File: config.mk
export PLATFORM = sky130hd
export DESIGN_NAME = gwdp_front
export DESIGN_NICKNAME = d
export VERILOG_FILES = /design/src/design/gwdp_pkg.sv /design/src/design/gwdp_front.sv
export SDC_FILE = /design/constraint.sdc
export NUM_CORES = 1
export LEC_CHECK = 0
export ABC_AREA = 1
export BUFFER_PORTS_ARGS = -buffer_cell sky130_fd_sc_hd__buf_2
export CAP_MARGIN = 10
export CORE_ASPECT_RATIO = 1.1
export CORE_MARGIN = 2
export CORE_UTILIZATION = 47
export DETAILED_ROUTE_END_ITERATION = 6
export HOLD_SLACK_MARGIN = 0.06
export PLACE_DENSITY = 0.82
export RECOVER_POWER = 25
export SLEW_MARGIN = 10
export SYNTH_ARGS = -nofsm -noshare
export SYNTH_HDL_FRONTEND = slang
export SYNTH_SLANG_ARGS = --single-unit
File: constraint.sdc
create_clock -name clk_i -period 2.1 [get_ports clk_i]
set_clock_uncertainty 0.15 [all_clocks]
set_input_delay 0.42 -clock clk_i [delete_from_list [all_inputs] [get_ports clk_i]]
set_output_delay 0.42 -clock clk_i [all_outputs]
set_load 0.05 [all_outputs]
File: src/design/gwdp_pkg.sv
package gwdp_pkg;

  localparam int unsigned LANES = 4;
  localparam int unsigned SAMPLE_W = 16;
  localparam int unsigned COLUMN_W = 16;
  localparam int unsigned DOT_W = 41;
  localparam int unsigned ACC_W = 48;
  localparam int unsigned WEIGHT_W = 15;
  localparam int unsigned PROD_W = SAMPLE_W + WEIGHT_W;
  localparam int unsigned ROWLEN_W = 13;
  localparam int unsigned CFG_IDX_W = 8;
  localparam int unsigned DEF_MAX_ROW_LENGTH = 4096;

  localparam logic [63:0] GOLDEN = 64'h9e3779b97f4a7c15;
  localparam logic [63:0] MIX_C1 = 64'hbf58476d1ce4e5b9;
  localparam logic [63:0] MIX_C2 = 64'h94d049bb133111eb;
  localparam logic [31:0] LAYER_MUL = 32'h85ebca6b;
  localparam logic [31:0] COLUMN_MUL = 32'hc2b2ae35;
  localparam logic [7:0] DIVISOR = 8'd81;
  localparam logic [ACC_W-1:0] ROUND_BIAS = ACC_W'(40);
  // ceil(2^30 / 81), exact for dividends below 2^23
  localparam logic [23:0] RECIP81 = 24'd13256072;
  localparam int unsigned RECIP_SHIFT = 30;

  localparam logic [CFG_IDX_W-1:0] REG_BASE_SEED = 8'd0;
  localparam logic [CFG_IDX_W-1:0] REG_LAYER = 8'd1;
  localparam logic [CFG_IDX_W-1:0] REG_ROW_LENGTH = 8'd2;

  typedef struct packed {
    logic signed [SAMPLE_W-1:0] sample;
    logic [COLUMN_W-1:0]        column;
    logic                       column_start;
  } item_t;

  typedef struct packed {
    logic [63:0]         root_seed;
    logic [15:0]         layer_number;
    logic [ROWLEN_W-1:0] row_length;
  } cfg_t;

  typedef enum logic [3:0] {
    ST_IDLE,
    ST_SEED,
    ST_MIX,
    ST_MUL,
    ST_MULX,
    ST_DRAW,
    ST_WT,
    ST_MAC,
    ST_ACC,
    ST_DIVI,
    ST_DIV,
    ST_OUT
  } state_e;

  // exact weight times 81 from one draw
  function automatic logic signed [WEIGHT_W-1:0] weight81(input logic [63:0] e);
    logic [9:0]  m;
    logic [9:0]  r;
    logic [13:0] mag;
    logic [13:0] base;
    begin
      m = e[13:4];
      if (m >= 10'd972) begin
        r = m - 10'd972;
      end else if (m >= 10'd729) begin
        r = m - 10'd729;
      end else if (m >= 10'd486) begin
        r = m - 10'd486;
      end else if (m >= 10'd243) begin
        r = m - 10'd243;
      end else begin
        r = m;
      end
      base = 14'd81 + 14'(r);
      case (e[3:2])
        2'd0: mag = base;
        2'd1: mag = 14'(base * 14'd3);
        2'd2: mag = 14'(base * 14'd9);
        2'd3: mag = 14'(base * 14'd27);
        default: mag = base;
      endcase
      case (e[1:0])
        2'd1: weight81 = $signed({1'b0, mag});
        2'd2: weight81 = -$signed({1'b0, mag});
        default: weight81 = '0;
      endcase
    end
  endfunction

endpackage

File: src/design/gwdp_front.sv
module gwdp_front (
  input  logic            clk_i,
  input  logic            rst_ni,
  input  logic            push_i,
  input  gwdp_pkg::item_t item_i,
  output logic            full_o,
  output logic            item_valid_o,
  output gwdp_pkg::item_t item_o,
  input  logic            item_pop_i
);
  import gwdp_pkg::*;

  item_t       slot_q [2];
  logic        wr_q, wr_d;
  logic        rd_q, rd_d;
  logic [1:0]  cnt_q, cnt_d;
  logic        do_push, do_pop;

  assign full_o       = (cnt_q == 2'd2);
  assign item_valid_o = (cnt_q != 2'd0);
  assign item_o       = slot_q[rd_q];
  assign do_push      = push_i && !full_o;
  assign do_pop       = item_pop_i && item_valid_o;

  always_comb begin
    wr_d  = wr_q ^ do_push;
    rd_d  = rd_q ^ do_pop;
    cnt_d = 2'(cnt_q + {1'b0, do_push} - {1'b0, do_pop});
  end

  always_ff @(posedge clk_i or negedge rst_ni) begin
    if (!rst_ni) begin
      wr_q  <= 1'b0;
      rd_q  <= 1'b0;
      cnt_q <= 2'd0;
    end else begin
      wr_q  <= wr_d;
      rd_q  <= rd_d;
      cnt_q <= cnt_d;
    end
  end

  // column starts pass through with the word, the back end reseeds on them
  always_ff @(posedge clk_i) begin
    if (do_push) begin
      slot_q[wr_q] <= item_i;
    end
  end

endmodule

Yosys cells after proc, flatten, opt, wreduce, memory -nomap -nowiden
Memory sizes are Yosys's and may differ from the RTL's.
Cells that the tools add are included.
{ "classes": {"n_reduce_logical": 4, "n_addsub": 2, "n_eq_ne": 1, "bitwise": 2, "muxes": 2} }
{ "op_table": {"columns": ["operator", "n"], "rows": [
  ["2-bit by 1-bit adder with 2-bit output", 1],
  ["2-bit == test, second input constant", 1],
  ["1-bit logical AND", 2],
  ["1-bit 2-to-1 mux", 2],
  ["2-bit nonzero test", 1],
  ["2-bit by 1-bit subtractor with 2-bit output", 1],
  ["1-bit bitwise XOR", 2],
  ["1-bit logical NOT", 1]
]} }
{ "word_totals": {"elab_cells": 15, "mem_count": 1, "ram_bits": 66, "out_inout_bits": 35, "in_bits": 37, "register_bits": 4} }
{ "memory_table": {"columns": ["name", "depth", "word_bits", "read_ports", "rd_ports_with_merged_regs", "wr", "line_no", "text"], "rows": [
  ["slot_q", 2, 33, 1, 0, 1, "gwdp_front.sv:13", "item_t slot_q [2];"]
]} }

Depth between registers and ports, before layout
Gate-level depths: netlist of the first run.
{ "depth": {"ltp_word": 5, "mapped_depth": 10, "depth_no_buf": 10} }

Worst setup path before layout of the first run
OpenSTA, ideal clock, no wires.
{ "synth_path": {"kind": "register to register", "startpoint": "register cnt_q[1]", "endpoint": "memory slot_q[1][0] (netlist bit), enable pin", "n_path_buf": 0, "required_ns": 1.557, "period_less_slack_ns": 2.026, "arrival_time_ns": 1.483, "setup_time_ns": 0.393, "path_slack_ns": 0.074, "stages_incl_launch_ff": 5, "cell_sequence": "dfrtp_1 > inv_1 > o21ai_0 > inv_1 > ha_1"} }
{ "synth_via": {"elab_chain_cells": 5} }
{ "synth_lines": {"columns": ["element", "line_no", "text"], "rows": [
  ["from (decl)", "gwdp_front.sv:16", "logic [1:0] cnt_q, cnt_d;"],
  ["from (signal assigned)", "gwdp_front.sv:39", "cnt_q <= cnt_d;"],
  ["2-bit == test", "gwdp_front.sv:19", "assign full_o = (cnt_q == 2'd2);"],
  ["1-bit logical NOT", "gwdp_front.sv:22", "assign do_push = push_i && !full_o;"],
  ["1-bit logical AND", "gwdp_front.sv:22", null],
  ["1-bit 2-to-1 mux", "gwdp_front.sv:45", "if (do_push) begin"],
  ["1-bit 2-to-1 mux (not written as such)", "gwdp_front.sv:46", "slot_q[wr_q] <= item_i;"],
  ["to (decl)", "gwdp_front.sv:13", null]
]} }
Every way passes these cells.

==> results of run 1 <==
[cell families after synthesis]
family	count (synthesis)	share of synthesized area [%]
DFF	70	77.1
and+or+nand+nor	111	16.4
AOI/OAI and AO/OA	1	0.185
adders and majority gates	4	1.85
buffers and inverters	17	4.45
[worst max path at each step]
stage                         from            to  slack, ps  depth (start not counted)
final                         rd_q    item_o[20]        100                          4
after global routing          rd_q    item_o[24]          1                          4
after CTS                     rd_q    item_o[13]         30                          4
after detailed placement      rd_q    item_o[13]        310                          4
after global placement        rd_q    item_o[13]        340                          4
after floorplan           cnt_q[1]  slot_q[1][0]         70                          4
[synth_stat cells]
cell type,count
sky130_fd_sc_hd__buf_4,2
sky130_fd_sc_hd__buf_6,4
sky130_fd_sc_hd__buf_8,1
sky130_fd_sc_hd__dfrtp_1,4
sky130_fd_sc_hd__edfxtp_1,66
sky130_fd_sc_hd__ha_1,4
sky130_fd_sc_hd__inv_1,9
sky130_fd_sc_hd__inv_8,1
sky130_fd_sc_hd__nand2_1,98
sky130_fd_sc_hd__nand2_2,10
sky130_fd_sc_hd__nand3_1,2
sky130_fd_sc_hd__nor2_1,1
sky130_fd_sc_hd__o21ai_0,1
[routing by layer]
layer	global-route usage [%]	wire (um)	vias to the layer above
met2	27.6	2460	50
met5	0	0	-
li1	-	-	836
met3	6.82	293	8
met4	4.96	51	0
met1	16.8	1850	772
[state kept, by name, summed over array words and instances, names as in the netlist]
signal / count
slot_q: 66
wr_q: 1
rd_q: 1
cnt_q: 2
[final cells by class]
type / count / area [um^2] / area share [%]
Inverter: 10 / 50.0 / 1.51
Timing Repair Buffer: 78 / 410 / 12.4
Multi-Input combinational cell: 116 / 504 / 15.2
Clock buffer: 10 / 128 / 3.84
Tap cell: 75 / 93.8 / 2.82
Clock inverter: 6 / 52.6 / 1.58
Sequential cell: 70 / 2080 / 62.7
[what timing repair did]
item,in CTS,in global routing
hold buffers,1,0
endpoints found under the hold margin,4,0
resized for setup,1,6
endpoints found under the setup margin,24,14
[metrics by stage]
stage / setup slack [ps] / instances / area [um^2] / utilization [%] / hold WS [ps]
2_1_floorplan: 74.2 / 203 / 2700 / - / -25.6
5_1_grt: 1.17 / 365 / 3320 / 60.8 / 99.8
3_5_place_dp: 308 / 348 / 3130 / 57.2 / 86.8
6_report: 96.0 / 365 / 3320 / 60.8 / 119
3_3_place_gp: 341 / 348 / 3130 / 57.2 / 87.6
4_1_cts: 33.4 / 365 / 3320 / 60.7 / 101
==> qor.yml, run 1 <==
run_status:
  outcome: "finished, final reports clean"
sta:
  min_period_over_period_pct: 95.4
  maxSlewHeadroom_pct: 81.5
  setup_repair_after_global_routing_missed_its_margin: "no"
  fmax_mhz: 499
  slew_violations: 0
  max_slew.worst_pin.slew_ps: 275
  period_minus_slack_ps: 2000
  report.final.hold_viol_count: 0
  finalSetupTns_ps: 0
  finalSetupViolations: 0
synthesis:
  synth.yosys.warnings: 0
  synth.net_count: 244
  seq_area_frac_synth_pct: 77.1
  synthDominantCellAreaShare_pct: 73.4
  synthDistinctLibCells: 13
  synth_area_leaders: "sky130_fd_sc_hd__edfxtp_1 (73%), sky130_fd_sc_hd__nand2_1 (14%), sky130_fd_sc_hd__dfrtp_1 (3.7%), sky130_fd_sc_hd__nand2_2 (2.3%), sky130_fd_sc_hd__ha_1 (1.9%)"
  netlist.top_cell.by_area: "sky130_fd_sc_hd__edfxtp_1"
  synthesis.area_per_instance_um2: 13.3
  synthesis.area_mm2: 0.00270
  synth-seq-cells: 70
  syn-instance-count: 203
routing:
  wirelength_um: 4650
  antenna_left: 0
  firstDrtPassIters: 4
  num_vias: 1666
  detail_route.vias_per_cell: 4.56
  drt_first_iter_violations: 102
  route.detailed.wl_per_inst_um: 12.8
  drc_errors: 0
setup_path:
  worst_setup_path_end_kind: "output pin"
  crit_top_cell: "sky130_fd_sc_hd__nand2_1"
  crit_path_start_kind: "flop"
  r2r_slack_ps: 430
  worstPathBufferInverterCount: 2
  criticalPathCategory: "reg2out"
  critical_path_required_time_ps: 1530
  cp_top_family: "buffers and inverters"
  worst_r2r_startpoint: "cnt_q[1]"
  timing.critical_path.cells: "buf_4 > nand2_1 > nand2_1 > buf_2"
  critical-path-slowest-cell: "sky130_fd_sc_hd__dfrtp_2"
  critical_register_to_register_path_endpoint: "slot_q[1][2]"
  worst_reg_to_reg_cells: 5
  cp_slowest_stage_delay_ps: 470
  timing.critical_path.fanout_max: 14
  timing.critical_path.arrival_ps: 1430
placement:
  port-buffer-count: 71
  hpwl_um: 3100
  gp_congestion: 0.656
clock_network:
  clockBufferDepth: 2
  cts_max_level: 3
  tritoncts.num_buffers: 9
  tritoncts: "built"
  cts.root.buffer_cell: "sky130_fd_sc_hd__clkbuf_8"
  cts_num_sinks: 70
  clk_pin_slew_ps: 70
  post_cts_setup_inserts: 0
  insertion_delay_ps: 330
die:
  io-pin-count: 72
  design.die.area_mm2: 0.00637
  die_span_y_um: 83.5
  core_area_mm2: 0.00547
  num_rows: 28
  die_span_x_um: 76.3
  initial_core_util_pct: 49.4
global_routing:
  global_route.overflow_total: 0
  grt_max_degree: 35
  grt_util_all_layers_pct: 15.6
  grt_first_pass_wirelength_um: 7440
  initial_antenna_violation_count: 0
  first_global_vias: 1612
hold_path:
  type_of_the_most_critical_hold_path: "in2reg"
  timing.hold.worst_endpoint: "slot_q[1][24]"
  hold_start: "item_i[24]"
  min_path_cells: 1
finish:
  flow.area_growth_from_synthesis_pct: 23.0
  final_common_cell: "sky130_fd_sc_hd__nand2_1"
  nets: 326
  most-common-layout-cells: "sky130_fd_sc_hd__nand2_1 (98), sky130_fd_sc_hd__edfxtp_1 (66), sky130_fd_sc_hd__buf_2 (56)"
  post_route_cells_drive_above_1_share_pct: 32.1
  fillerInstances: 465
  num_antenna_cells: 0
job:
  maxCapViolations: 0
Power of run 1 is not shown: default switching activity piles up to over one toggle a cycle in this logic, so the estimate is an artifact.
==> run 2: changes to the inputs <==
--- a/config.mk
+++ b/config.mk
@@ -8,10 +8,13 @@
 export ABC_AREA = 1
 export BUFFER_PORTS_ARGS = -buffer_cell sky130_fd_sc_hd__buf_2
 export CAP_MARGIN = 10
+export CELL_PAD_IN_SITES_DETAIL_PLACEMENT = 1
+export CELL_PAD_IN_SITES_GLOBAL_PLACEMENT = 2
 export CORE_ASPECT_RATIO = 1.1
 export CORE_MARGIN = 2
-export CORE_UTILIZATION = 47
+export CORE_UTILIZATION = 31
 export DETAILED_ROUTE_END_ITERATION = 6
+export GPL_TIMING_DRIVEN = 0
 export HOLD_SLACK_MARGIN = 0.06
 export PLACE_DENSITY = 0.82
 export RECOVER_POWER = 25
==> run 2 against run 1 <==
Compared with the run above:
- worst hold slack better by 4.8 ps
- wire length is 13% higher
- first-iteration DRC count decreased by 50%
- critical path type unchanged
- largest cell class unchanged
==> qor.yml, run 2 (synthesis results as in run 1) <==
routing:
  drt_first_iter_violations: 51  # was 102
  antenna_left: 0  # unchanged
  drc_errors: 0  # unchanged
  num_vias: 1703  # was 1666
  firstDrtPassIters: 4  # unchanged
  wirelength_um: 5280  # was 4650 um
  route.detailed.wl_per_inst_um: 13.1  # was 12.8 um
  detail_route.vias_per_cell: 4.22  # was 4.56
sta:
  maxSlewHeadroom_pct: 66.0  # was 81.5%
  fmax_mhz: 499  # about the same
  max_slew.worst_pin.slew_ps: 510  # was 275 ps
  report.final.hold_viol_count: 0  # unchanged
  slew_violations: 0  # unchanged
  finalSetupViolations: 0  # unchanged
  min_period_over_period_pct: 95.5  # was 95.4%
  period_minus_slack_ps: 2010  # was 2000 ps
  post-route-worst-setup-slack_ps: 94.0  # was 96.0 ps
  setup_repair_after_global_routing_missed_its_margin: "no"  # unchanged
clock_network:
  clk_pin_slew_ps: 80  # was 70 ps
  insertion_delay_ps: 320  # was 330 ps
  clockBufferDepth: 2  # unchanged
  cts.root.buffer_cell: "sky130_fd_sc_hd__clkbuf_8"  # unchanged
  tritoncts: "built"  # unchanged
  cts_max_level: 3  # unchanged
  cts_num_sinks: 70  # unchanged
  post_cts_setup_inserts: 0  # unchanged
  tritoncts.num_buffers: 9  # unchanged
placement:
  hpwl_um: 3730  # was 3100 um
  gp_congestion: 0.653  # was 0.656
  dpl_worst_slack_ps: 144  # was 308 ps
  dpl_cell_area_mm2: 0.00326  # was 0.00313 mm^2
  port-buffer-count: 71  # unchanged
setup_path:
  crit_path_start_kind: "flop"  # unchanged
  criticalPathCategory: "reg2out"  # unchanged
  cp_slowest_stage_delay_ps: 380  # was 470 ps
  timing.critical_path.cells: "buf_6 > inv_8 > buf_8 > nand2_2 > nand2_1 > buf_2"  # was buf_4 > nand2_1 > nand2_1 > buf_2
  worst_r2r_startpoint: "cnt_q[1]"  # unchanged
  worst_setup_path_end_kind: "output pin"  # unchanged
  timing.critical_path.arrival_ps: 1440  # was 1430 ps
  critical_path_required_time_ps: 1530  # about the same
  start_point_of_the_critical_path: "rd_q"  # unchanged
  critical_register_to_register_path_endpoint: "slot_q[1][21]"  # was slot_q[1][2]
  r2r_slack_ps: 190  # was 430 ps
  timing.critical_path.fanout_max: 10  # was 14
  critical-path-slowest-cell: "sky130_fd_sc_hd__dfrtp_1"  # was sky130_fd_sc_hd__dfrtp_2
  worst_reg_to_reg_cells: 5  # unchanged
finish:
  number_of_flip_flops_under_the_largest_register_name: 66  # unchanged
  num_antenna_cells: 0  # unchanged
  flow.area_growth_from_synthesis_pct: 32.7  # was 23.0%
  most-common-layout-cells: "sky130_fd_sc_hd__nand2_1 (98), sky130_fd_sc_hd__edfxtp_1 (66), sky130_fd_sc_hd__buf_2 (33)"  # was sky130_fd_sc_hd__nand2_1 (98), sky130_fd_sc_hd__edfxtp_1 (66), sky130_fd_sc_hd__buf_2 (56)
  largestRegisters: "slot_q: 66 flops, cnt_q: 2 flops"  # unchanged
  final_common_cell: "sky130_fd_sc_hd__nand2_1"  # unchanged
  nets: 329  # was 326
  largest-register: "slot_q"  # unchanged
  layout.cell_area.non_filler_mm2: 0.00358  # was 0.00332 mm^2
  post_route_cells_drive_above_1_share_pct: 33.4  # was 32.1%
global_routing:
  grt_first_pass_wirelength_um: 8460  # was 7440 um
  first_global_vias: 1771  # was 1612
  global_route.overflow_total: 0  # unchanged
  grt_max_degree: 18  # was 35
  grt_util_all_layers_pct: 12.0  # was 15.6%
  initial_antenna_violation_count: 0  # unchanged
die:
  io-pin-count: 72  # unchanged
  design.die.area_mm2: 0.00948  # was 0.00637 mm^2
  initial_core_util_pct: 32.1  # was 49.4%
  core_area_mm2: 0.00841  # was 0.00547 mm^2
  die_span_x_um: 93.0  # was 76.3 um
  num_rows: 35  # was 28
  die_span_y_um: 102  # was 83.5 um
pwr:
  clkPwrFrac_pct: 22.0
  seqPwrFrac_pct: 31.5
  power.switching_mw: 2.71
  p_leak_nw: 1.54
  pwr_density_cell_mw_per_mm2: 1770
  swShare_pct: 42.7
  ir_worst_vdd_mv: 0.778
  p_int_mw: 3.64
  comb_power_share_pct: 46.5
run_status:
  outcome: "finished, final reports clean"  # unchanged
job:
  maxCapViolations: 0  # unchanged
hold_path:
  hold_start: "item_i[24]"  # unchanged
  timing.hold.worst_endpoint: "slot_q[1][24]"  # unchanged
  type_of_the_most_critical_hold_path: "in2reg"  # unchanged
  min_path_cells: 1  # unchanged
[run 2: cell count changes in the layout (fill, tap and decap cells not counted), moves of 3 or more]
cell / change
sky130_fd_sc_hd__buf_2: -23
sky130_fd_sc_hd__clkbuf_4: +16
sky130_fd_sc_hd__buf_4: +5
sky130_fd_sc_hd__buf_6: +3
sky130_fd_sc_hd__bufinv_16: +3
[run 2: worst max-delay path by stage]
stage,endpoint
after global routing,item_o[9]
after CTS,item_o[12]
after detailed placement,slot_q[1][16]
after global placement,slot_q[1][18]
after floorplan,slot_q[1][0]
final,item_o[9]
[run 2: final cells by class]
class                   count  area, um^2
clock inverters             6         134
fillers                   926        4820
inverters                  10        45.0
plain buffers               7        75.1
repair buffers             74         478
clock buffers              10         128
well taps                 111         139
flip-flops and latches     70        2080
multi-input cells         116         504
[run 2: timing repair]
| action | in CTS | in global routing |
|---|---|---|
| hold buffers | 1 | 0 |
| endpoints found under the setup margin | 0 | 28 |
| resized for setup | 0 | 36 |
| endpoints found under the hold margin | 4 | 0 |
[run 2: metrics by stage]
| step | TNS [ps] | power, mW | utilization, % | hold slack [ps] | std cells |
|---|---|---|---|---|---|
| after floorplan | 0 | 4.14 | - | -25.6 | 203 |
| after global placement | -32080 | 4.78 | 38.0 | 84.4 | 385 |
| after detailed placement | 0 | 4.91 | 38.7 | 86.8 | 387 |
| after CTS | 0 | 6.32 | 41.9 | 101 | 404 |
| after global routing | 0 | 6.72 | 42.6 | 95.3 | 404 |
| final | 0 | 6.36 | 42.6 | 124 | 404 |
[run 2: worst max-delay path, delay by kind of cell, from the launching register on]
family / cells / cell delay [ps]
DFF: 1 / 380
buffers and inverters: 4 / 630
and+or+nand+nor: 2 / 100
[run 2: metal layers]
metal / vias up / track usage [%] / part of all wire (%)
met4: 0 / 4.07 / 1.1
met5: - / 0 / 0
met3: 5 / 4.13 / 5.0
met2: 42 / 20.6 / 52
met1: 816 / 14.0 / 42
li1: 840 / - / -
[run 2: power by group through the flow]
stage	Clock [mW]	Combinational [mW]	Sequential, mW
6_report	1.40	2.95	2.00
5_1_grt	1.49	3.19	2.03
4_1_cts	1.44	2.88	2.01
3_5_place_dp	0	2.87	2.04
3_3_place_gp	0	2.74	2.03
2_1_floorplan	0	2.12	2.02
Power figures use the tool's default switching activity.
